### src/sv/lfpr_pkg.sv
// Package: shared types and constants for the local FIFO page replacement block.
package lfpr_pkg;
  localparam int AddrW = 64;
  localparam int PidW = 2;
  localparam int FrameW = 4;
  localparam int CntW = 32;
  localparam int ShiftW = 6;
  localparam int FpW = 5;
  localparam int CfgIdxW = 1;
  localparam int CfgDataW = 6;
  localparam logic [CfgIdxW-1:0] RegPageShift = 1'd0;
  localparam logic [CfgIdxW-1:0] RegFramesPerProcess = 1'd1;

  typedef struct packed {
    logic [PidW-1:0] process_id;
    logic [AddrW-1:0] page;
  } lfpr_req_t;

  typedef struct packed {
    logic hit;
    logic [FrameW-1:0] frame;
    logic evicted;
    logic [AddrW-1:0] evicted_page;
    logic [CntW-1:0] process_faults;
    logic [CntW-1:0] total_faults;
  } lfpr_res_t;
endpackage

### src/sv/lfpr_if.sv
// Interfaces: request and result channels with valid/ready handshake.
interface lfpr_in_if;
  logic valid;
  logic ready;
  logic [1:0] process_id;
  logic [63:0] address;
  modport source(output valid, process_id, address, input ready);
  modport sink(input valid, process_id, address, output ready);
endinterface


### src/sv/lfpr_front.sv
// Front end: accept items, compute page numbers, hold them in a short queue.
module lfpr_front #(
  parameter int PROCESSES = 4
) (
  input logic clk,
  input logic rst,
  input logic [lfpr_pkg::ShiftW-1:0] page_shift,
  lfpr_in_if.sink in_ch,
  output logic q_valid,
  input logic q_ready,
  output lfpr_pkg::lfpr_req_t q_data
);
  import lfpr_pkg::*;
  localparam int Depth = 2;
  localparam int PmW = PidW + 1;
  lfpr_req_t buf_q [Depth];
  logic wr_ptr, rd_ptr;
  logic [1:0] count;
  logic push, pop;
  lfpr_req_t req;
  logic [PmW-1:0] pid_m;

  always_comb begin
    pid_m = {1'b0, in_ch.process_id};
    for (int k = 0; k < 3; k++) begin
      if (32'(pid_m) >= PROCESSES) pid_m = pid_m - PmW'(PROCESSES);
    end
    req.process_id = pid_m[PidW-1:0];
    req.page = in_ch.address >> page_shift;
  end

  assign in_ch.ready = (count != 2'd2);
  assign push = in_ch.valid && in_ch.ready;
  assign q_valid = (count != 2'd0);
  assign pop = q_valid && q_ready;
  assign q_data = buf_q[rd_ptr];

  always_ff @(posedge clk) begin
    if (push) buf_q[wr_ptr] <= req;
  end

  always_ff @(posedge clk) begin
    if (rst) begin
      wr_ptr <= 1'b0;
      rd_ptr <= 1'b0;
      count <= 2'd0;
    end else begin
      if (push) wr_ptr <= ~wr_ptr;
      if (pop) rd_ptr <= ~rd_ptr;
      count <= count + {1'b0, push} - {1'b0, pop};
    end
  end

`ifndef SYNTHESIS
  a_no_overflow: assert property (@(posedge clk) disable iff (rst)
    count == 2'd2 |-> !push) else $error("queue overflow");
  a_no_underflow: assert property (@(posedge clk) disable iff (rst)
    count == 2'd0 |-> !pop) else $error("queue underflow");
  a_count_range: assert property (@(posedge clk) disable iff (rst)
    count != 2'd3) else $error("count out of range");
`endif
endmodule

### src/flat_wrapper.sv
// flat-port wrapper written by rule: the top's interface ports become plain ports
module lfpr_front_flat import lfpr_pkg::*;
#(
  parameter int PROCESSES = 4
)
  (clk, rst, page_shift, q_valid, q_ready, q_data, in_ch_valid, in_ch_process_id, in_ch_address, in_ch_ready);
  lfpr_in_if in_ch_i ();
  input logic clk;
  input logic rst;
  input logic [lfpr_pkg::ShiftW-1:0] page_shift;
  output logic q_valid;
  input logic q_ready;
  output lfpr_pkg::lfpr_req_t q_data;
  input wire logic [$bits(in_ch_i.valid)-1:0] in_ch_valid;
  input wire logic [$bits(in_ch_i.process_id)-1:0] in_ch_process_id;
  input wire logic [$bits(in_ch_i.address)-1:0] in_ch_address;
  output wire logic [$bits(in_ch_i.ready)-1:0] in_ch_ready;
  assign in_ch_i.valid = in_ch_valid;
  assign in_ch_i.process_id = in_ch_process_id;
  assign in_ch_i.address = in_ch_address;
  assign in_ch_ready = in_ch_i.ready;
  lfpr_front #(.PROCESSES(PROCESSES)) u_core (.clk(clk), .rst(rst), .page_shift(page_shift), .in_ch(in_ch_i), .q_valid(q_valid), .q_ready(q_ready), .q_data(q_data));
endmodule
### config.mk
export PLATFORM = sky130hd
export DESIGN_NAME = lfpr_front_flat
export DESIGN_NICKNAME = d
export VERILOG_FILES = /design/src/sv/lfpr_pkg.sv /design/src/sv/lfpr_if.sv /design/src/sv/lfpr_front.sv /design/src/flat_wrapper.sv
export SDC_FILE = /design/constraint.sdc
export NUM_CORES = 1
export LEC_CHECK = 0
export ABC_AREA = 1
export BUFFER_PORTS_ARGS = -buffer_cell sky130_fd_sc_hd__buf_2
export CORE_MARGIN = 2
export CORE_UTILIZATION = 45
export CTS_CLUSTER_DIAMETER = 120
export DETAILED_ROUTE_END_ITERATION = 6
export PLACE_DENSITY = 0.68
export SYNTH_ARGS = -nofsm -noshare
export SYNTH_HDL_FRONTEND = slang
export SYNTH_SLANG_ARGS = --single-unit
### constraint.sdc
create_clock -name clk -period 3.6 [get_ports clk]
set_input_delay 0.36 -clock clk [delete_from_list [all_inputs] [get_ports clk]]
set_output_delay 0.36 -clock clk [all_outputs]
set_load 0.01 [all_outputs]
==> results by group <==
Power
  • Max VDD drop: 0.3829 mV
  • Internal power: 0.003685 W
  • Switching Fraction: between 30% and 40%
  • Switching pwr: 0.001755 W
  • Final Total Pwr: ~0.0054 W
  • Lkg Pwr: 4.584 nW
  • Reg power frac: 39.0%
  • PD cells: 524.9 mW/mm^2
  • Logic gate share of total power: 31.0%
  • Clock Power Share: 30.1%

Die
  • FP Rows: 51
  • I/O pins: 144
  • Initial Utilization: 46.13%
  • Die Wd: 145.7 microns
  • Die H: about 150 microns
  • Die area: 0.02123 sq mm
  • Core area: 0.01959 sq mm

Placed design
  • Gpl congestion: 0.9555
  • Dpl hpwl: 19.27 mm
  • Port bufs: approximately 140
  • Placed cell count: 1,480

Drt
  • Residual DRC: 0
  • WL met1: 11.93 mm
  • Routed Antenna Nets: 0
  • Final wirelength: between 20 and 30 mm
  • Vias: slightly below 9,000
  • Top layer in use: met4
  • Avg WL per Cell: 17.89 microns
  • Drt initial violations: 1,012
  • DR pass1 iterations: 5
  • DR vias/cell: roughly 5.8
  • Metal2 WL: 12.12 mm
  • Met3 WL: roughly 2.3 mm

Synthesis
  • Share of the synthesized area in the top cell type: 43.87%
  • Main synth FF type: edfxtp_1
  • Most common cell in the netlist: nand3_1
  • FFs w/ async S/R, synth: 0%
  • Count of cell types in the netlist: 26
  • Syn avg cell area: 7.920 sq um
  • Synthesized flop and latch total: 137
  • Yosys warns: 0
  • Post-synth top cells: nand3_1, nand2_1, edfxtp_1
  • Area of the mapped netlist: approximately 0.0090 sq mm
  • Yosys top cell by area: edfxtp_1
  • Synth area leaders: edfxtp_1, nand3_1, nand2_1
  • Post-synth EDFFs: 132
  • Seq/Total Area, Yosys: around 45%
  • Mapped Cells: 1,141
  • Synth Net Count: roughly 1,200

Clocking
  • Post_cts resized: 0
  • Clock latency on the worst-skew pair: 0.41 ns
  • Num CTS Buffers: 17
  • Cts-stage hold buffer count: 0
  • Clock transition at path regs: 0.06 ns
  • Root Buffer: clkbuf_16
  • Htree depth: 4
  • CTS tree: done
  • Clk buf depth: 2
  • Clock sink count: between 100 and 150
  • Postcts setup bufs: 0

Setup path
  • Flop-to-flop setup slack: 1.76 ns
  • WP data arrival: between 2 and 2.5 ns
  • CP required: 3.24 ns
  • Crit path kind: flip-flop to output port
  • Critical Path Sink Type: output port
  • CP Launch Type: flip-flop
  • CP Max Fanout: 30

Timing
  • Slew @ Worst Pin: roughly 1.1 ns
  • Clk_skew: roughly 0.0069 ns
  • Tmin final: 2.469 ns
  • Setup TNS: 0 ns
  • Final period utilization: just under 70%
  • Setup violators final: 0
  • Final Hold Vio Count: 0
  • Slew HR: between 20% and 30%
  • Slew Limit Fails: 0
  • Unrepaired setup endpoints after global routing: false
  • Fmax: 0.4051 GHz
  • WHS: between 0.1 and 0.15 ns

GRT
  • Largest net degree at the start of global routing: 68
  • Aggregate global-route resource usage: around a quarter
  • Remaining Overflow, GRT: 0
  • Antenna violations before repair: 0
  • Number of global-route vias before repair: 7,948
  • Global-route wire length before repair: approximately 42 mm

Cells and area
  • Multi-input gate area: roughly 0.0045 sq mm
  • Layout cells sized above 1: 21.25%
  • Register area: 0.004065 sq mm
  • Antenna diodes: 0
  • P&R area growth vs syn: 14.68%
  • Non-filler cells in the finished layout: 1,512
  • Nets: 1,312
  • Fin util: 52.90%
  • Fillers: 1,886

Min path
  • HP Class: input port to flip-flop

Run status
  • Outcome: finished, final reports clean

Run
  • Max-cap violations: 0
## kinds of logic (layout without fill, tap and decap cells)
logic type | count (synthesis) | after routing | share of synthesized area [%]
AND/OR/NAND/NOR | 828 | 828 | 40.53
flip-flops | 137 | 137 | 44.97
buffers and inverters | 102 | 208 | 5.566
multiplexers | 66 | 66 | 8.225
AO/OA/AOI/OAI | 5 | 5 | 0.3322
adder cells (fa/ha/maj) | 2 | 2 | 0.2769
XOR/XNOR | 1 | 1 | 0.09694
## critical path: stages, from the launching register on
cell and delay [ns]:
dfxtp_2 0.61, buf_4 0.47, mux2_2 0.43, buf_2 0.15
## through the flow
| step | cell area (sq um) | setup WS, ns |
|---|---|---|
| floorplan | 9041 | 0.8641 |
| global placement | 9792 | 0.7883 |
| detailed placement | 9792 | 0.8256 |
| CTS | 10360 | 1.111 |
| global route | 10360 | 1.007 |
| finish | 10360 | 1.131 |
## final cells by class
| class | instances | share of cell area [%] |
|---|---|---|
| multi-input combinational | 902 | 43.27 |
| sequential | 137 | 39.23 |
| timing repair buffer | 158 | 8.114 |
| clock buffer | 23 | 4.926 |
| tap | 265 | 3.200 |
| inverter | 18 | 0.6762 |
| clock inverter | 9 | 0.5796 |
## power by group through the flow
stage	clock network, W	registers, W	logic, W
after floorplan	0	0.00212	0.00112
after global placement	0	0.00214	0.00167
after detailed placement	0	0.00215	0.00167
after CTS	0.00165	0.00212	0.00168
after global routing	0.00171	0.00214	0.00184
final	0.00164	0.00212	0.00168
## placed cells by master (no fill, tap or decap), drive strengths merged
cell	synthesis	layout
inv	17	19
nor3	13	13
nand2	375	375
and3	4	4
a21boi	2	2
nor3b	1	1
clkbuf	29	23
mux2	66	66
a21oi	2	2
dfxtp	5	5
edfxtp	132	132
or2	1	1
nor2	28	28
nand3	399	399
clkinvlp	0	3
buf	55	158
ha	2	2
nand4	7	7
clkinv	1	5
o21ai	1	1
xnor2	1	1
## state kept, by name (all words and copies together), names as in the netlist, named ones only
signal and flops:
u_core.buf_q 132, u_core.count 2, u_core.rd_ptr 1, u_core.wr_ptr 1
## path summary, 6_finish.rpt
check                           start                  end  cells after the start
setup / recovery            flip-flop           q_data[25]                      3
hold / removal    in_ch_process_id[0]  u_core.buf_q[1][64]                      1
setup reg to reg      u_core.count[0]  u_core.buf_q[1][64]                      5
hold reg to reg         u_core.rd_ptr            flip-flop                      2
## metal layers
layer	GRT usage, %	up-vias
li1	-	4173
met1	36.20	4105
met2	38.00	457
met3	4.608	45
met4	8.431	0
met5	0	-
Power figures use the tool's default switching activity.
